File: src/design/cfl_pkg.sv
// Shared constants and types for the CFL time step reduction block.
`timescale 1ns / 1ps
`default_nettype none
package cfl_pkg;
  localparam int TimeW = 48;
  localparam int CoefW = 16;
  localparam int RadW = 32;
  localparam int VelW = 32;
  localparam int SndW = 31;
  localparam int SigW = 51;
  localparam int NumW = 48;
  localparam int QueueDepth = 4;

  localparam logic [TimeW-1:0] TimeMax = {TimeW{1'b1}};
  localparam logic [TimeW-1:0] MaxStepReset = {TimeW{1'b1}};
  localparam logic [CoefW-1:0] CourantReset = 16'd2048;
  localparam logic [CoefW-1:0] ViscReset = 16'd4096;
  localparam logic [CoefW-1:0] GrowthReset = 16'd4506;

  localparam logic [2:0] RegMaxStep = 3'd0;
  localparam logic [2:0] RegCourant = 3'd1;
  localparam logic [2:0] RegVisc = 3'd2;
  localparam logic [2:0] RegGrowth = 3'd3;
  localparam logic [2:0] RegPrevStep = 3'd4;

  // Zone classified by the front end, handed to the divider back end.
  typedef struct packed {
    logic            no_limit;
    logic            zero_limit;
    logic [NumW-1:0] num;
    logic [SigW-1:0] sig;
    logic            last;
  } zone_t;
endpackage
`default_nettype wire

File: src/design/cfl_queue.sv
// Short FIFO between front end and back end.
`timescale 1ns / 1ps
`default_nettype none
module cfl_queue #(
  parameter int Depth = cfl_pkg::QueueDepth
) (
  input  wire logic           clk,
  input  wire logic           rst,
  input  wire logic           wr_valid,
  output logic                wr_ready,
  input  wire cfl_pkg::zone_t wr_data,
  output logic                rd_valid,
  input  wire logic           rd_ready,
  output cfl_pkg::zone_t      rd_data
);
  localparam int AW = (Depth > 1) ? $clog2(Depth) : 1;
  cfl_pkg::zone_t mem [Depth];
  logic [AW-1:0] wp, rp;
  logic [AW:0] count;
  logic push, pop;

  assign wr_ready = (count != (AW+1)'(Depth));
  assign rd_valid = (count != '0);
  assign rd_data = mem[rp];
  assign push = wr_valid && wr_ready;
  assign pop = rd_valid && rd_ready;

  always_ff @(posedge clk) begin
    if (rst) begin
      wp <= '0;
      rp <= '0;
      count <= '0;
    end else begin
      if (push) wp <= (wp == AW'(Depth-1)) ? '0 : wp + 1'b1;
      if (pop) rp <= (rp == AW'(Depth-1)) ? '0 : rp + 1'b1;
      count <= count + (AW+1)'(push) - (AW+1)'(pop);
    end
    if (push) mem[wp] <= wr_data;
  end
endmodule
`default_nettype wire

File: config.mk
export PLATFORM = sky130hd
export DESIGN_NAME = cfl_queue
export DESIGN_NICKNAME = d
export VERILOG_FILES = /design/src/design/cfl_pkg.sv /design/src/design/cfl_queue.sv
export SDC_FILE = /design/constraint.sdc
export NUM_CORES = 1
export LEC_CHECK = 0
export ABC_AREA = 1
export BUFFER_PORTS_ARGS = -buffer_cell sky130_fd_sc_hd__buf_2
export CAP_MARGIN = 25
export CELL_PAD_IN_SITES_DETAIL_PLACEMENT = 1
export CELL_PAD_IN_SITES_GLOBAL_PLACEMENT = 1
export CORE_ASPECT_RATIO = 0.7
export CORE_UTILIZATION = 45
export DETAILED_ROUTE_END_ITERATION = 12
export PLACE_DENSITY = 0.79
export SETUP_SLACK_MARGIN = 0.5
export SLEW_MARGIN = 10
export SYNTH_ARGS = -nofsm -noshare
export SYNTH_HDL_FRONTEND = slang
export SYNTH_SLANG_ARGS = --single-unit
export TNS_END_PERCENT = 20
File: constraint.sdc
create_clock -name clk -period 8.95 [get_ports clk]
set_input_delay 0.4475 -clock clk [delete_from_list [all_inputs] [get_ports clk]]
set_output_delay 0.4475 -clock clk [all_outputs]
set_load 0.005 [all_outputs]
* Word level (Yosys, flattened, before mapping)
Memory sizes are Yosys's and may differ from the RTL's. A register that Yosys moved wholly into a read port is not among the register bits.
Index checks and enable logic that the tools add are counted.
** Storage, ports and cells
- Output and inout port bits :: 104
- RAM bits :: 408
- Word-level logic and storage cells :: 20
- Bits in registers :: 7
- Memories :: 1
- Bits of input ports :: 106
** Memories
- mem :: depth 4, width 102, rd ports 1, clocked after Yosys merged registers in 1, write ports 1, RTL line cfl_queue.sv:17 : cfl_pkg::zone_t mem [Depth];
** Cells by class
- Add/subtract/negate cells :: 4
- Equality and inequality tests :: 3
- Reduce and logical (&&, ||, !) cells :: 3
- Mux-type cells :: 6
** Operator list (number)
- $mux W2 :: 4
- $add A2 B1 Y2 const B :: 2
- $eq A2 B2 Y1 const B :: 2
- $add A3 B1 Y3 :: 1
- $ne A3 B3 Y1 const B :: 1
- $reduce_bool A3 Y1 :: 1
- $sub A3 B1 Y3 :: 1
- $logic_and A1 B1 Y1 :: 2
- $mux W1 :: 2

* Longest topological paths before layout
- Depth after elaboration :: 4
- Gate-level depth with buffers :: 12
- Depth with buffers taken out :: 12

* Worst setup path before layout
OpenSTA, ideal clock, no wires.
- Path type :: register to register
- From :: register count[1]
- To :: memory mem[0][0] (netlist bit) (enable)
- Arrival :: 4992 ps
- Buffers on the path :: 0
- Cell stages (with the launch flop) :: 5
- Slack :: 3393 ps
- Setup time :: 564 ps
- Required time :: 8386 ps
- Period minus slack after synthesis :: 5557 ps
- Cell sequence :: dfxtp_1 nor2_1 nand2_1 nand2_1 nor2_1
** Between the ends
- Word-level cells in the longest chain between the ends :: 4
** Ends and longest elaborated chain
- start: declaration :: RTL line cfl_queue.sv:19 : logic [AW:0] count;
- start signal: assignment :: RTL line cfl_queue.sv:36 : count <= count + (AW+1)'(push) - (AW+1)'(pop);
- $ne A3 B3 Y1 :: RTL line cfl_queue.sv:22 : assign wr_ready = (count != (AW+1)'(Depth));
- named net wr_ready :: RTL line cfl_queue.sv:10 : output logic wr_ready,
- $logic_and A1 B1 Y1 :: RTL line cfl_queue.sv:25 : assign push = wr_valid && wr_ready;
- $mux W1 :: RTL line cfl_queue.sv:38 : if (push) mem[wp] <= wr_data;
- $mux W1 (implied by the code) :: RTL line cfl_queue.sv:38
- end: declaration :: RTL line cfl_queue.sv:17
The timed path passes the listed nets, and every way through them passes these cells.

==> reports/metrics.cfg <==
[run_status]
status=finished clean

[finish]
multi_input_area_um2=3270
drive_gt1_share_pct=30.4
final_net_count=1364
n_fill_cell=3451
area_growth_pct=16.3
register_area_um2=12400
stdcell_area_um2=18800

[floorplanning]
die_area_um2=36700
io_pins=210
start_util_pct=46.2
die_y_um=161
die_width_um=229
core_um2=35000
rows=57

[setup_path]
crit_type=reg2out
slowest_delay_ns=0.78
critPathLaunchType=flip-flop
path_max_fanout=120
slowest_stage=inv_8
crit_required_ns=8.50
path_cells=inv_8, buf_4, buf_16, o21ai_1, o22ai_1, buf_2
crit_path_end_kind=output port
cp.arrival_ns=3.35

[grt]
antenna_found_initial=5
grt_overflow_total=0
grt_use_total_pct=21.8
grt_max_degree=121
grt_pass1_vias=10200
grt_pass1_wl_um=60900

[timing]
finalHoldViolations=0
skew_ns=0.0179
post-route-period-util_pct=42.4
setup_violations=0
timing.fmax_mhz=264
drv_slew=0
rsz0062_at_grt=false
tns_ns=0
min_period_ns=3.79
slew_headroom_pct=31.3
tightest_slew_ns=1.03

[clock_tree]
cts_buffer_depth=3
postCtsSetupBuffers=0
hold_buffers=0
clk_latency_ns=0.55
path_clk_slew_ns=0.06
cts.sinks=417
clockRootBuffer=clkbuf_16
cts-buffers-inserted=41
cts_tree=done
post_cts_resized=0
cts_max_level=2

[yosys]
synth_edf_count=408
yosysTopAreaCellShare_pct=75.7
syn_inst=1049
synth-seq-cells=417
synth_most_common_cell=edfxtp_1
syn_avg_cell_area_um2=15.4
ys_async_sr_fraction_pct=0
synth_fp_nets=1163
ys_warn_count=0
ys_seq_area_share_pct=76.8
yosys-top-cells-area=edfxtp_1, nor2_1, o21ai_0
syn_area_um2=16200
synthFlopType=edfxtp_1
yosys-top-cells-count=edfxtp_1, nor2_1, o21ai_0
synth.distinct_cells=26
yosys.area.top_type=edfxtp_1

[route]
initialDrtViolationCount=727
num_vias=9574
wl_um=39800
postRouteAntennaNets=0
vias_per_cell=5.46
drc_errors=0
wl_per_cell_um=22.7
dr.pass1.iters=4

[placement]
gp_congestion=0.745
post_dp_cell_area_um2=17500
portBuffers=209
dp_hpwl_um=23900

[pwr]
ir_drop_mv=0.181
cellPowerDensity_nw_per_um2=303
p_leak_nw=6.49

[min_path]
hp-class=in2reg

[job]
drv_cap=0

cell families after synthesis:
kind of cell               synth area share [%]
AOI/OAI and AO/OA                          12.4
xor gates and xnor gates                 0.0541
adders and majority gates                 0.665
buffers and inverters                      3.12
DFF                                        76.8
and+or+nand+nor                            6.91
layout make-up:
type	instances	area share, %
clock inverters	22	0.937
repair buffers	224	6.44
diodes	4	0.0532
well taps	472	3.14
inverters	14	0.332
multi-input cells	552	17.4
flip-flops and latches	417	66.1
clock buffers	49	5.61
cells in the final DEF, fill, tap and decap left out, types with 2 or more instances in the layout:
cell	n
buf_4	12
clkinv_1	8
clkbuf_16	41
nand3b_1	2
edfxtp_1	408
dfxtp_1	7
clkinv_2	9
diode_2	4
o22ai_2	30
buf_2	209
nand2_1	10
bufinv_16	2
inv_1	12
buf_16	2
o22ai_1	72
o21ai_0	140
o21ai_2	40
nor2_1	187
o21ai_1	24
clkinv_8	2
ha_1	7
clkbuf_1	8
dfxtp_4	2
nor2_4	34
power by group:
part / leakage [nW] / internal, mW / switching, mW
Sequential: 3.81 / 2.40 / 0.112
Clock: 0.609 / 0.901 / 0.717
Combinational: 2.07 / 0.557 / 1.02
Total: 6.49 / 3.86 / 1.85
stage by stage:
step | hold WS [ns] | total power, mW | instances | utilization, % | worst slack [ns]
2_1_floorplan | 0.479 | 3.52 | 1049 | - | 3.39
3_3_place_gp | 0.491 | 4.06 | 1676 | 50.0 | 5.55
3_5_place_dp | 0.502 | 4.14 | 1677 | 50.0 | 5.47
4_1_cts | 0.0646 | 5.77 | 1748 | 53.6 | 4.84
5_1_grt | 0.0891 | 5.99 | 1752 | 53.7 | 4.87
6_report | 0.0869 | 5.71 | 1754 | 53.7 | 5.16
critical path: cells and delay by family, from the launching register on:
| family | cells | cell delay, ns |
|---|---|---|
| flops | 1 | 0.54 |
| buf+inv | 4 | 1.77 |
| compound gates | 2 | 0.40 |
final timing paths:
check | from | cells after the start | to | slack (ns)
hold reg to reg | rp[0] | 2 | flip-flop | 0.53
setup / recovery | flip-flop | 6 | rd_data[92] | 5.16
hold / removal | rst | 2 | count[0] | 0.09
setup reg to reg | count[1] | 6 | mem[1][83] | 5.97
per-layer routing:
metal | up-vias | share of wire [%] | global-route usage, %
met4 | 0 | 1.9 | 5.98
met2 | 257 | 50 | 36.4
met3 | 60 | 4.7 | 3.36
li1 | 4358 | - | -
met5 | - | 0 | 0
met1 | 4899 | 43 | 30.0
sequential cells by signal, summed over array words and instances, names as in the netlist, named ones only:
register,count
count,3
mem,408
rp,2
wp,2
Note: power is estimated with default switching activity, not from simulation.
