==> config.mk <==
export PLATFORM = sky130hd
export DESIGN_NAME = cfl_front
export DESIGN_NICKNAME = d
export VERILOG_FILES = /design/src/design/cfl_pkg.sv /design/src/design/cfl_front.sv
export SDC_FILE = /design/constraint.sdc
export NUM_CORES = 2
export LEC_CHECK = 0
export BUFFER_PORTS_ARGS = -buffer_cell sky130_fd_sc_hd__clkbuf_2
export CORE_MARGIN = 2
export CORE_UTILIZATION = 60
export DETAILED_ROUTE_END_ITERATION = 6
export PLACE_DENSITY_LB_ADDON = 0.1
export SLEW_MARGIN = 20
export SYNTH_ARGS = -nofsm -noshare
export SYNTH_HDL_FRONTEND = slang
export SYNTH_SLANG_ARGS = --single-unit
export TNS_END_PERCENT = 1
==> constraint.sdc <==
create_clock -name clk -period 17.8 [get_ports clk]
set_input_delay 1.78 -clock clk [delete_from_list [all_inputs] [get_ports clk]]
set_output_delay 1.78 -clock clk [all_outputs]
set_load 0.05 [all_outputs]
==> src/design/cfl_pkg.sv <==
// Shared constants and types for the CFL time step reduction block.
`timescale 1ns / 1ps
`default_nettype none
package cfl_pkg;
  localparam int TimeW = 48;
  localparam int CoefW = 16;
  localparam int RadW = 32;
  localparam int VelW = 32;
  localparam int SndW = 31;
  localparam int SigW = 51;
  localparam int NumW = 48;
  localparam int QueueDepth = 4;

  localparam logic [TimeW-1:0] TimeMax = {TimeW{1'b1}};
  localparam logic [TimeW-1:0] MaxStepReset = {TimeW{1'b1}};
  localparam logic [CoefW-1:0] CourantReset = 16'd2048;
  localparam logic [CoefW-1:0] ViscReset = 16'd4096;
  localparam logic [CoefW-1:0] GrowthReset = 16'd4506;

  localparam logic [2:0] RegMaxStep = 3'd0;
  localparam logic [2:0] RegCourant = 3'd1;
  localparam logic [2:0] RegVisc = 3'd2;
  localparam logic [2:0] RegGrowth = 3'd3;
  localparam logic [2:0] RegPrevStep = 3'd4;

  // Zone classified by the front end, handed to the divider back end.
  typedef struct packed {
    logic            no_limit;
    logic            zero_limit;
    logic [NumW-1:0] num;
    logic [SigW-1:0] sig;
    logic            last;
  } zone_t;
endpackage
`default_nettype wire

==> src/design/cfl_front.sv <==
// Front end: compression, signal speed and numerator for one zone.
`timescale 1ns / 1ps
`default_nettype none
module cfl_front (
  input  wire logic                    clk,
  input  wire logic                    rst,
  input  wire logic                    in_valid,
  output logic                         in_ready,
  input  wire logic [cfl_pkg::RadW-1:0] inner_radius,
  input  wire logic [cfl_pkg::RadW-1:0] outer_radius,
  input  wire logic signed [cfl_pkg::VelW-1:0] inner_velocity,
  input  wire logic signed [cfl_pkg::VelW-1:0] outer_velocity,
  input  wire logic [cfl_pkg::SndW-1:0] sound_speed,
  input  wire logic                    last_zone,
  input  wire logic [cfl_pkg::CoefW-1:0] courant_factor,
  input  wire logic [cfl_pkg::CoefW-1:0] quad_viscosity,
  output logic                         q_valid,
  input  wire logic                    q_ready,
  output cfl_pkg::zone_t               q_data
);
  logic signed [cfl_pkg::VelW:0] drop;
  logic [cfl_pkg::VelW-1:0] comp;
  logic [cfl_pkg::RadW-1:0] width;
  logic [cfl_pkg::SigW-1:0] visc_term;
  logic [cfl_pkg::SigW-1:0] sig;
  logic [cfl_pkg::NumW-1:0] num;

  assign in_ready = !q_valid || q_ready;

  // Positive part of the velocity drop across the zone
  assign drop = {inner_velocity[cfl_pkg::VelW-1], inner_velocity}
              - {outer_velocity[cfl_pkg::VelW-1], outer_velocity};
  assign comp = drop[cfl_pkg::VelW] ? '0 : drop[cfl_pkg::VelW-1:0];
  assign visc_term = cfl_pkg::SigW'({quad_viscosity, 2'b00}) * cfl_pkg::SigW'(comp);
  assign sig = cfl_pkg::SigW'({sound_speed, 12'd0}) + visc_term;
  assign width = outer_radius - inner_radius;
  assign num = cfl_pkg::NumW'(courant_factor) * cfl_pkg::NumW'(width);

  // Output register toward the queue
  always_ff @(posedge clk) begin
    if (rst) begin
      q_valid <= 1'b0;
    end else if (in_ready) begin
      q_valid <= in_valid;
    end
    if (in_valid && in_ready) begin
      q_data.no_limit <= (sig == '0);
      q_data.zero_limit <= (outer_radius < inner_radius);
      q_data.num <= num;
      q_data.sig <= sig;
      q_data.last <= last_zone;
    end
  end
endmodule
`default_nettype wire

### Word-level counts from Yosys, hierarchy flattened

Cells that the tools add are included.

| storage, ports and cells | value |
|---|---|
| input port bits | 196 |
| logic and storage cells | 17 |
| output and inout bits | 104 |
| register bits | 103 |

| operators by class | value |
|---|---|
| reductions and logical operators | 4 |
| multipliers | 2 |
| mux-type cells | 1 |
| order comparisons | 1 |
| $add $sub $neg | 3 |

Operator list:

| operator | count |
|---|---|
| 16-bit by 32-bit multiplier with 48-bit output | 2 |
| 43-bit by 50-bit adder with 51-bit output | 1 |
| 51-bit zero test | 1 |
| 32-bit by 32-bit subtractor with 33-bit output | 1 |
| 32-bit < comparator | 1 |
| 32-bit two-way mux | 1 |
| 32-bit subtractor | 1 |
| 1-bit logical AND | 1 |
| 1-bit zero test | 1 |
| 1-bit logical OR | 1 |

### Depth between registers and ports, before layout

| depth | value |
|---|---|
| depth in word-level cells | 5 |
| mapped depth | 50 |
| gate-level depth less buffers | 48 |

### Worst setup path after synthesis

No wires, ideal clock.

| timing | value |
|---|---|
| path type | input port to flip-flop |
| start point | input outer_velocity[9] in the netlist's numbering |
| end point | register q_data[101] in the netlist's numbering (data pin) |
| setup slack | 5.622 ns |
| setup time | 0.261 ns |
| buffers on the path | 5 |
| data arrival time | 11.917 ns |
| required time | 17.539 ns |
| stages | 47 |
| cell sequence | inv_1 > ha_1 > inv_2 > nor3_1 > o211ai_1 > o21a_1 > a21oi_1 > a41oi_1 > mux2_2 > buf_2 > buf_2 > nor2_1 > buf_2 > nand2_1 > fa_1 > inv_1 > fa_1 > inv_1 > [... 11 more ...] > o211ai_2 > a31oi_4 > a31oi_2 > o21ai_0 > xor2_1 > ha_1 > clkbuf_1 > a21o_1 > a21o_1 > a2111oi_0 > or3_1 > o21ai_1 > o221ai_1 > a21oi_1 > nand4_1 > or4_1 > nand4_1 > nor4_2 |

| on the way | value |
|---|---|
| word-level cells in the longest chain between the ends | 5 |

RTL lines:

| item | RTL line | text |
|---|---|---|
| start, declared | cfl_front.sv:12 | `input wire logic signed [cfl_pkg::VelW-1:0] outer_velocity,` |
| 32-bit by 32-bit subtractor with 33-bit output | cfl_front.sv:32 | `- {outer_velocity[cfl_pkg::VelW-1], outer_velocity};` |
| 32-bit two-way mux | cfl_front.sv:33 | `assign comp = drop[cfl_pkg::VelW] ? '0 : drop[cfl_pkg::VelW-1:0];` |
| 16-bit by 32-bit multiplier with 48-bit output | cfl_front.sv:34 | `assign visc_term = cfl_pkg::SigW'({quad_viscosity, 2'b00}) * cfl_pkg::SigW'(comp);` |
| 43-bit by 50-bit adder with 51-bit output | cfl_front.sv:35 | `assign sig = cfl_pkg::SigW'({sound_speed, 12'd0}) + visc_term;` |
| 51-bit zero test | cfl_front.sv:47 | `q_data.no_limit <= (sig == '0);` |
| end, declared | cfl_front.sv:19 | `output cfl_pkg::zone_t q_data` |

No other way between the ends.
A chain may end at the register's enable or synchronous reset.

### Worst setup path after layout

Ends and elaborated chain as after synthesis.

==> results.json <==
{
  "cp_data_arrival_time_ns": 13.76,
  "die_w_um": 267,
  "setup_viol": 0,
  "ys_seq_area_share_pct": 7.29,
  "r2r_slack_ns": 15.60,
  "synth_area_mm2": 0.0415,
  "finalHoldViolations": 0,
  "vias": 33574,
  "clockBufferDepth": 2,
  "yosys.cell_types.count": 95,
  "insertion_delay_ns": 0.40,
  "cts.sinks": 101,
  "drive_gt1_share_pct": 9.43,
  "synth_edf_count": 100,
  "numCtsBuffers": 9,
  "drt_iter0_drc": 2335,
  "yosysWarningCount": 0,
  "place.gp.congestion": 0.925,
  "rows": 96,
  "ctsHoldBuffers": 0,
  "area_delta_synth_final_pct": 6.51,
  "cts_resized": 0,
  "gr-total-overflow": 0,
  "worst_pin_slew_ns": 1.16,
  "cp-startpoint": "outer_velocity[9]",
  "crit_cells": 42,
  "maxSlewHeadroom_pct": 22.3,
  "drv_slew": 0,
  "start_kind": "input pin",
  "clk_pin_slew_worst_paths_ns": 0.09,
  "maxCapViolCount": 0,
  "die_y_um": 267,
  "first_pass_iters": 5,
  "endpoint_kind": "flop",
  "ys_ff_latch": 101,
  "start_util_pct": 60.6,
  "synth_ff_type": "edfxtp_1",
  "htreeDepth": 3,
  "grt_max_degree": 58,
  "rsz0062_at_grt": "false",
  "crit_type": "input pin to flop",
  "cp_slowest_stage_delay_ns": 0.96,
  "outcome": "completed",
  "cp-endpoint": "q_data[101]",
  "hold_path.class": "flop to flop",
  "r2r_start": "q_valid",
  "dp_hpwl_um": 89100,
  "layout_common_cells": "inv_1, fa_1, nand2_1",
  "grt_usage_pct": 33.6,
  "grt_first_pass_wirelength_um": 185000,
  "fmax_mhz": 73.9,
  "drc": 0,
  "fin_ws_ns": 4.28,
  "finClkSkew_ns": 0.0145,
  "grt_pass1_vias": 34421,
  "antenna_cells": 0,
  "r2r_cells": 3,
  "async_flop_share_pct": 0,
  "cts_tree": "built",
  "crit_fanout": 22,
  "cp_data_required_time_ns": 18.04,
  "wl_per_cell_um": 20.0,
  "finalCritPeriodShare_pct": 76.0,
  "final_nets": 6263,
  "reg2reg_to": "q_data[92]",
  "antenna_found_initial": 1,
  "syn_area_per_cell_um2": 8.75,
  "crit_slowest_cell": "nor2_1",
  "core_mm2": 0.0685,
  "ant_nets": 0,
  "port_buffers": 297,
  "cts-root-buf": "clkbuf_16",
  "pre_cts_slack_ns": 3.93,
  "io_pins": 300,
  "cp_top_family": "adder cells",
  "mostFrequentLayoutCell": "inv_1",
  "fp.dieArea_mm2": 0.0713,
  "wl_um": 115000,
  "routed_via_density": 5.81,
  "fin_util_pct": 64.5,
  "fill_cells": 6037,
  "period_minus_slack_ns": 13.52,
  "post-cts-setup-buffers": 0,
  "netlist_instances": 4740,
  "cp_num_buf_inv": 8,
  "tns_ns": 0
}
-- area by class of cell --
cell class	count	area (µm²)	area share, %
clock buffer	9	225	0.510
clock inverter	7	83.8	0.190
inverter	960	3600	8.16
multi-input combinational	3456	34200	77.3
sequential	101	3020	6.84
tap	882	1100	2.50
timing repair buffer	364	1990	4.50
-- layer usage --
layer	vias up	GRT usage, %	wire, µm
li1	15021	-	-
met1	16814	42.7	44000
met2	1430	56.3	55900
met3	309	4.60	8720
met4	0	17.5	6810
met5	-	0	0
-- how the worst min path moves through the flow --
stage | from | end | depth (start not counted)
2_1_floorplan | q_valid | q_valid | 2
3_3_place_gp | q_valid | q_valid | 2
3_5_place_dp | q_valid | q_valid | 2
4_1_cts | q_valid | q_valid | 2
5_1_grt | q_valid | q_valid | 2
6_report | q_valid | q_valid | 2
-- cells in the mapped netlist (47+ instances only) --
master / count / area (µm²)
inv_1: 959 / 3600
xnor2_1: 108 / 946
nor2b_1: 47 / 294
fa_1: 839 / 16800
a21o_1: 89 / 668
and2_1: 288 / 1800
nand2_1: 765 / 2870
clkbuf_1: 201 / 754
xor2_1: 53 / 464
ha_1: 336 / 4200
edfxtp_1: 100 / 3000
o21ai_0: 81 / 405
a21oi_1: 161 / 806
nor2_1: 124 / 465
-- registers in the layout (all words and copies together) (netlist names) --
name	flops
q_valid	1
q_data	100
-- worst min-delay path: stages (launching register included) --
cell and delay (ns):
dfxtp_1 0.31, nand2b_1 0.11, a21oi_1 0.08
-- cell families (layout without fill, tap and decap cells) --
family | count (synthesis) | in the layout | synth area share [%]
AND/OR/NAND/NOR | 1480 | 1480 | 17.1
buffers and inverters | 1184 | 1340 | 10.8
adder cells (fa/ha/maj) | 1175 | 1175 | 50.6
AO/OA/AOI/OAI | 612 | 612 | 10.1
XOR/XNOR | 163 | 163 | 3.48
flip-flops | 101 | 101 | 7.29
multiplexers | 24 | 24 | 0.630
other | 1 | 2 | 0.00904
-- per-stage QoR --
stage,instances,hold WS (ns),instance area (µm²)
2_1_floorplan,4741,1.11,41500
3_3_place_gp,5763,0.508,43800
3_5_place_dp,5763,0.528,43900
4_1_cts,5779,0.539,44200
5_1_grt,5779,0.600,44200
6_report,5779,0.543,44200
Power is not shown: default switching activity piles up to over one toggle a cycle in this logic, so the estimate is an artifact.
