**src/design/cfl_pkg.sv**
```systemverilog
// Shared constants and types for the CFL time step reduction block.
`timescale 1ns / 1ps
`default_nettype none
package cfl_pkg;
  localparam int TimeW = 48;
  localparam int CoefW = 16;
  localparam int RadW = 32;
  localparam int VelW = 32;
  localparam int SndW = 31;
  localparam int SigW = 51;
  localparam int NumW = 48;
  localparam int QueueDepth = 4;

  localparam logic [TimeW-1:0] TimeMax = {TimeW{1'b1}};
  localparam logic [TimeW-1:0] MaxStepReset = {TimeW{1'b1}};
  localparam logic [CoefW-1:0] CourantReset = 16'd2048;
  localparam logic [CoefW-1:0] ViscReset = 16'd4096;
  localparam logic [CoefW-1:0] GrowthReset = 16'd4506;

  localparam logic [2:0] RegMaxStep = 3'd0;
  localparam logic [2:0] RegCourant = 3'd1;
  localparam logic [2:0] RegVisc = 3'd2;
  localparam logic [2:0] RegGrowth = 3'd3;
  localparam logic [2:0] RegPrevStep = 3'd4;

  // Zone classified by the front end, handed to the divider back end.
  typedef struct packed {
    logic            no_limit;
    logic            zero_limit;
    logic [NumW-1:0] num;
    logic [SigW-1:0] sig;
    logic            last;
  } zone_t;
endpackage
`default_nettype wire

```
**src/design/cfl_back.sv**
```systemverilog
// Back end: bit-serial divider, running minimum, growth cap and result register.
`timescale 1ns / 1ps
`default_nettype none
module cfl_back (
  input  wire logic                       clk,
  input  wire logic                       rst,
  input  wire logic                       q_valid,
  output logic                            q_ready,
  input  wire cfl_pkg::zone_t             q_data,
  input  wire logic [cfl_pkg::TimeW-1:0]  max_step,
  input  wire logic [cfl_pkg::CoefW-1:0]  growth_limit,
  input  wire logic [cfl_pkg::TimeW-1:0]  previous_step,
  output logic                            out_valid,
  input  wire logic                       out_ready,
  output logic [cfl_pkg::TimeW-1:0]       time_step
);
  // Quotient bits: 48-bit numerator shifted by 32 gives 80 bits; 49 needed for saturation
  localparam int QW = 80;
  localparam int RW = cfl_pkg::SigW + 1;

  typedef enum logic [1:0] {S_IDLE, S_DIV, S_CAP, S_OUT} state_t;
  state_t state;
  logic [6:0] bit_cnt;
  logic [QW-1:0] dividend;
  logic [RW-1:0] rem;
  logic [cfl_pkg::SigW-1:0] den;
  logic [cfl_pkg::TimeW:0] quo;
  logic sat;
  logic last;
  logic open;
  logic [cfl_pkg::TimeW-1:0] running_minimum;
  logic [cfl_pkg::TimeW-1:0] cur;
  logic [cfl_pkg::TimeW+cfl_pkg::CoefW-1:0] cap_prod;
  logic [cfl_pkg::TimeW-1:0] cap;
  logic [RW-1:0] rem_sh;
  logic [RW-1:0] rem_next;
  logic q_bit;
  logic [cfl_pkg::TimeW-1:0] lim;

  assign q_ready = (state == S_IDLE);
  assign cur = open ? running_minimum : max_step;

  // One restoring step per cycle
  assign rem_sh = {rem[RW-2:0], dividend[QW-1]};
  assign q_bit = (rem_sh >= {1'b0, den});
  assign rem_next = q_bit ? rem_sh - {1'b0, den} : rem_sh;
  assign lim = (sat || quo[cfl_pkg::TimeW]) ? cfl_pkg::TimeMax : quo[cfl_pkg::TimeW-1:0];

  assign cap_prod = previous_step * growth_limit;
  assign cap = (cap_prod[cfl_pkg::TimeW+cfl_pkg::CoefW-1:cfl_pkg::TimeW+12] != '0)
             ? cfl_pkg::TimeMax : cap_prod[cfl_pkg::TimeW+11:12];

  always_ff @(posedge clk) begin
    if (rst) begin
      state <= S_IDLE;
      out_valid <= 1'b0;
      open <= 1'b0;
      running_minimum <= cfl_pkg::MaxStepReset;
    end else begin
      // Result register: set when a step is issued, cleared once taken
      if (state == S_OUT) out_valid <= 1'b1;
      else if (out_ready) out_valid <= 1'b0;
      case (state)
        S_IDLE: begin
          if (q_valid && q_ready) begin
            last <= q_data.last;
            if (q_data.no_limit) begin
              running_minimum <= cur;
              state <= q_data.last ? S_CAP : S_IDLE;
              open <= 1'b1;
            end else if (q_data.zero_limit) begin
              running_minimum <= '0;
              open <= 1'b1;
              state <= q_data.last ? S_CAP : S_IDLE;
            end else begin
              dividend <= {q_data.num, 32'd0};
              den <= q_data.sig;
              rem <= '0;
              quo <= '0;
              sat <= 1'b0;
              bit_cnt <= 7'(QW);
              state <= S_DIV;
            end
          end
        end
        S_DIV: begin
          if (bit_cnt == '0) begin
            if (lim < cur) running_minimum <= lim;
            else running_minimum <= cur;
            open <= 1'b1;
            state <= last ? S_CAP : S_IDLE;
          end else begin
            dividend <= {dividend[QW-2:0], 1'b0};
            rem <= rem_next;
            if (quo[cfl_pkg::TimeW]) sat <= 1'b1;
            quo <= {quo[cfl_pkg::TimeW-1:0], q_bit};
            bit_cnt <= bit_cnt - 1'b1;
          end
        end
        S_CAP: begin
          // wait until the previous step has left the result register
          if (!out_valid || out_ready) begin
            if (previous_step != '0 && cap < running_minimum) time_step <= cap;
            else time_step <= running_minimum;
            state <= S_OUT;
          end
        end
        S_OUT: begin
          open <= 1'b0;
          running_minimum <= max_step;
          state <= S_IDLE;
        end
        default: state <= S_IDLE;
      endcase
    end
  end
endmodule
`default_nettype wire

```
**config.mk**
```make
export PLATFORM = sky130hd
export DESIGN_NAME = cfl_back
export DESIGN_NICKNAME = d
export VERILOG_FILES = /design/src/design/cfl_pkg.sv /design/src/design/cfl_back.sv
export SDC_FILE = /design/constraint.sdc
export NUM_CORES = 2
export LEC_CHECK = 0
export BUFFER_PORTS_ARGS = -buffer_cell sky130_fd_sc_hd__buf_2
export CAP_MARGIN = 20
export CORE_AREA = 2 2 319 400
export CTS_BUF_LIST = sky130_fd_sc_hd__clkbuf_4
export CTS_CLUSTER_SIZE = 16
export DETAILED_ROUTE_END_ITERATION = 16
export DIE_AREA = 0 0 321 402
export GPL_TIMING_DRIVEN = 1
export PLACE_DENSITY = 0.64
export SLEW_MARGIN = 25
export SYNTH_ARGS = -nofsm -noshare
export SYNTH_HDL_FRONTEND = slang
export SYNTH_SLANG_ARGS = --single-unit
```
**constraint.sdc**
```tcl
create_clock -name clk -period 14.5 [get_ports clk]
set_clock_uncertainty 0.2 [all_clocks]
set_input_delay 0.725 -clock clk [delete_from_list [all_inputs] [get_ports clk]]
set_output_delay 0.725 -clock clk [all_outputs]
set_load 0.02 [all_outputs]
```
Yosys cells after proc, flatten, opt, wreduce, memory -nomap -nowiden --
Index checks and enable logic that the tools add are counted.
Cells by class: add/subtract/negate cells 2, multipliers 1, divide/modulo/power cells 0, order comparisons 3, equal/unequal tests 11, shift-type cells 0, muxes and demuxes 52, bitwise operators 3, reductions and logical operators 19
Operator list (number):
- 2-to-1 mux 48 bit | 9
- 2-to-1 mux 80 bit | 4
- 2-to-1 mux 51 bit | 5
- 2-to-1 mux 49 bit | 4
- one-hot mux 80 bit (2 select lines) | 1
- one-hot mux 48 bit (3 select lines) | 1
- one-hot mux 51 bit (2 select lines) | 1
- one-hot mux 49 bit (2 select lines) | 1
- less-than comparator 48 bit | 2
- multiplier 48 x 16 -> 64 bit | 1
- greater-or-equal comparator 52 x 51 -> 1 bit | 1
- subtractor 51 bit | 1
- nonzero test 48 bit | 1
- 2-to-1 mux 7 bit | 4
- 2-to-1 mux 2 bit | 7
- one-hot mux 7 bit (2 select lines) | 1
- != test 2 bit, second input constant | 6
- 2-to-1 mux 1 bit | 11
- AND reduction 3 bit | 3
- one-hot mux 2 bit (4 select lines) | 1
- logical NOT 7 bit | 1
- AND reduction 7 bit | 1
- subtractor 7 x 1 -> 7 bit, second input constant | 1
- AND reduction 6 bit | 1
- 16 further kinds | 22
Storage, ports and cells: bits in registers 340, bits in latches 0, RAM bits 0, ROM bits 0, output and inout port bits 50, word-level logic and storage cells 103, memories kept 0

Depth between registers and ports, before layout --
depth after elaboration 6, depth in mapped cells 42, mapped depth without buffers 36

Worst setup path before layout --
Ideal clock, no wire load.
path kind flip-flop to flip-flop, from reg state[0], to reg sat (enable), library setup time 329 ps, arrival time 13222 ps, data required time 13971 ps, slack 750 ps, cell stages (with the launch flop) 8, path buffers 2, cell sequence dfxtp_1 -> clkbuf_1 -> nand2b_1 -> clkbuf_1 -> a31oi_1 -> a21oi_1 -> a211oi_1 -> o21a_1
Between the ends: longest elaborated chain between the ends 4
Ends and longest elaborated chain:
- start, declared | line cfl_back.sv:22 | state_t state;
- start signal, assigned | line cfl_back.sv:69 | state <= q_data.last ? S_CAP : S_IDLE;
- start signal, assigned | line cfl_back.sv:74 | state <= q_data.last ? S_CAP : S_IDLE;
- start signal, assigned | line cfl_back.sv:91 | state <= last ? S_CAP : S_IDLE;
- logical NOT 2 bit | line cfl_back.sv:40, cfl_back.sv:63
- logical AND 1 bit | line cfl_back.sv:65 | if (q_valid && q_ready) begin
- != test 2 x 1 -> 1 bit (no source line)
- AND reduction 7 bit (no source line) (*)
- end signal, assigned | line cfl_back.sv:80 | sat <= 1'b0;
- end signal, assigned | line cfl_back.sv:95 | if (quo[cfl_pkg::TimeW]) sat <= 1'b1;
- end, declared | line cfl_back.sv:28 | logic sat;
Mark *: on every way between the ends. The rest lies on a longest branch, timed or not. A chain may end at the register's enable or synchronous reset.

Worst setup path after layout --
from in growth_limit[2] in the netlist's numbering, to reg time_step[47] in the netlist's numbering (data pin)
Between the ends: longest elaborated chain between the ends 6
Ends and longest elaborated chain:
- start, declared | line cfl_back.sv:11 | input wire logic [cfl_pkg::CoefW-1:0] growth_limit,
- multiplier 48 x 16 -> 64 bit (*) | line cfl_back.sv:49 | assign cap_prod = previous_step * growth_limit;
- nonzero test 4 bit | line cfl_back.sv:50 | assign cap = (cap_prod[cfl_pkg::TimeW+cfl_pkg::CoefW-1:cfl_pkg::TimeW+12] != '0)
- 2-to-1 mux 48 bit (*) | line cfl_back.sv:51 | ? cfl_pkg::TimeMax : cap_prod[cfl_pkg::TimeW+11:12];
- less-than comparator 48 bit | line cfl_back.sv:103 | if (previous_step != '0 && cap < running_minimum) time_step <= cap;
- logical AND 1 bit | line cfl_back.sv:103
- 2-to-1 mux 48 bit (*) | line cfl_back.sv:103
- end signal, assigned | line cfl_back.sv:103
- end signal, assigned | line cfl_back.sv:104 | else time_step <= running_minimum;
- end, declared | line cfl_back.sv:15 | output logic [cfl_pkg::TimeW-1:0] time_step
Marked as above.

==> metrics.csv <==
metric;value;unit
start_kind;input port;
slowest_stage;nor4b_1;
cts_buffer_depth;3;
ys.flop_type;edfxtp_1;
arrival;12.50;ns
maxSlewHeadroom;0.286;
dr_wl_met2;63.8;mm
vias_per_cell;5.16;
num-fill-cells;12700;
place.gp.congestion;0.933;
grt_max_degree;70;
drt-pass1-iter-count;5;
antenna_left;0;
multiInputGateArea;0.0306;sq mm
tritoncts;done;
wl_per_cell;19.1;um
slew_violations;0;
die_w;321;um
final_core_util;0.384;
synth_edf_count;256;
startpoint;growth_limit[2];
drc_errors;0;
rrSetupSlack;9.05;ns
synth_most_common_cell;inv_1;
overflow;0;
grt_pass1_wl;206;mm
io_buffers;267;
synth_seq_area_share;0.200;
root_buffer;clkbuf_4;
synth_area;0.0436;sq mm
hold-path-endpoint;dividend[61];
rsz0062_at_grt;false;
drive_gt1_frac;0.109;
maxCapViolations;0;
ys_seq_elements;308;
hold_path.startpoint;q_data[81];
drt_wl_total;129;mm
grt_util_all_layers;0.202;
setup_viol;0;
fp.coreArea;0.126;sq mm
grt_pass1_vias;37000;
rr_endpoint;running_minimum[0];
routed-via-count;34800;
clkSinkCount;308;
yosysWarnings;0;
cts-resized-gates;0;
dp_hpwl;98.2;mm
min_period_over_period;0.841;
antenna_found_initial;45;
synth_cells;4836;
period_needed;12.19;ns
fmax;0.0820;GHz
async_flop_share;0;
routed.top_layer;met5;
critPathKind;input port to register;
row_count;146;
htreeDepth;3;
die-area;0.129;sq mm
synth_top_area_share;0.295;
status;finished clean;
nNetsFinal;6173;
yosys-top-cells-count;inv_1 (880), nand2_1 (777), fa_1 (642);
worstPathRequired;14.81;ns
seq_area;0.00873;sq mm
reg2reg_from;open;
hold_violations;0;
hold_path.class;input port to register;
synthTopCellsByArea;fa_1 (29%), edfxtp_1 (18%), ha_1 (8.0%);
syn_avg_cell_area;9.02;sq um
slowest_delay;0.64;ns
final.setup.tns;0;ns
worstSetupEndpointType;register;
min_path_cells;3;
critical-path-top-cell-by-count;fa_1;
dr_wl_met3;10.6;mm
area_growth;10.5;%
ff2ff_path_depth;16;
ios;268;
numCtsBuffers;78;
clk_latency;0.79;ns
synthesis.nets;5976;
clk_pin_slew_worst_paths;0.07;ns
synthDistinctLibCells;80;
wl_met1;50.2;mm
initial_utilization;0.347;
worst_pin_slew;1.07;ns
crit_fanout;38;
drt_iter0_drc;2116;
die_h;402;um
yosys.area.top_type;fa_1;
==> metal layers <==
layer | track usage | vias up
met1 | 0.246 | 17400
met4 | 0.0607 | 42
met2 | 0.353 | 1285
li1 | - | 15800
met5 | 0 | -
met3 | 0.0476 | 315
==> how the worst max path moves through the flow <==
stage	to	slack, ns	cells past startpoint
final	time_step[47]	2.31	39
after global routing	time_step[47]	1.64	39
after CTS	time_step[47]	2.09	39
after detailed placement	time_step[47]	1.28	39
after global placement	time_step[47]	1.36	39
after floorplan	sat	0.75	7
==> state kept, by name (all words and copies together) (netlist names) <==
register         flops
out_valid            1
den                 51
bit_cnt              7
sat                  1
state                2
time_step           48
quo                 49
dividend            48
open                 1
rem                 51
running_minimum     48
last                 1
==> layout make-up <==
cell class,instances,share of cell area
clock inverters,26,0.00342
inverters,882,0.0687
well taps,1628,0.0422
diodes,13,0.000675
multi-input cells,3377,0.634
flip-flops and latches,308,0.181
clock buffers,118,0.0184
repair buffers,386,0.0515
==> cells in the final DEF (no fill, tap or decap), types with 56 or more instances in the layout <==
| cell type | synthesis | final |
|---|---|---|
| nor2_1 | 197 | 197 |
| nand2_1 | 777 | 776 |
| or3_1 | 57 | 56 |
| clkbuf_4 | 0 | 118 |
| a21oi_1 | 203 | 203 |
| ha_1 | 280 | 280 |
| and2_1 | 289 | 288 |
| o21ai_0 | 77 | 77 |
| fa_1 | 642 | 642 |
| mux2_2 | 75 | 75 |
| dlygate4sd3_1 | 0 | 87 |
| inv_1 | 880 | 880 |
| buf_2 | 20 | 266 |
| mux2i_1 | 68 | 68 |
| a21o_1 | 106 | 106 |
| edfxtp_1 | 256 | 256 |
==> through the flow <==
stage	worst slack [ns]	hold WS, ns	instance area (sq um)	cells
floorplan	0.750	0.284	43600	4836
finish	2.31	0.0695	48200	6738
global route	1.64	0.0411	48200	6731
detailed placement	1.28	0.299	46200	6493
CTS	2.09	0.000382	48200	6724
global placement	1.36	0.292	46200	6493
==> critical path, delay by kind of cell <==
family / cells / cell delay [ns]
fa+ha+maj: 8 / 3.80
mux: 1 / 0.35
simple gates: 9 / 2.79
compound gates: 11 / 2.57
buf+inv: 10 / 2.22
==> cell families after synthesis <==
| kind of cell | Yosys count | share of synthesized area |
|---|---|---|
| buf+inv | 1151 | 0.100 |
| compound gates | 624 | 0.0951 |
| xor+xnor | 95 | 0.0191 |
| simple gates | 1573 | 0.169 |
| mux | 163 | 0.0418 |
| flops | 308 | 0.200 |
| fa+ha+maj | 922 | 0.375 |
==> what timing repair did <==
| item | CTS | global route |
|---|---|---|
| buffers inserted | 0 | 0 |
| endpoints found under the hold margin | 87 | 0 |
| hold buffers | 87 | 0 |
Power is left out: the tool's default activity adds up to more than one toggle a clock period on the data nets, which glitch-free logic cannot reach.
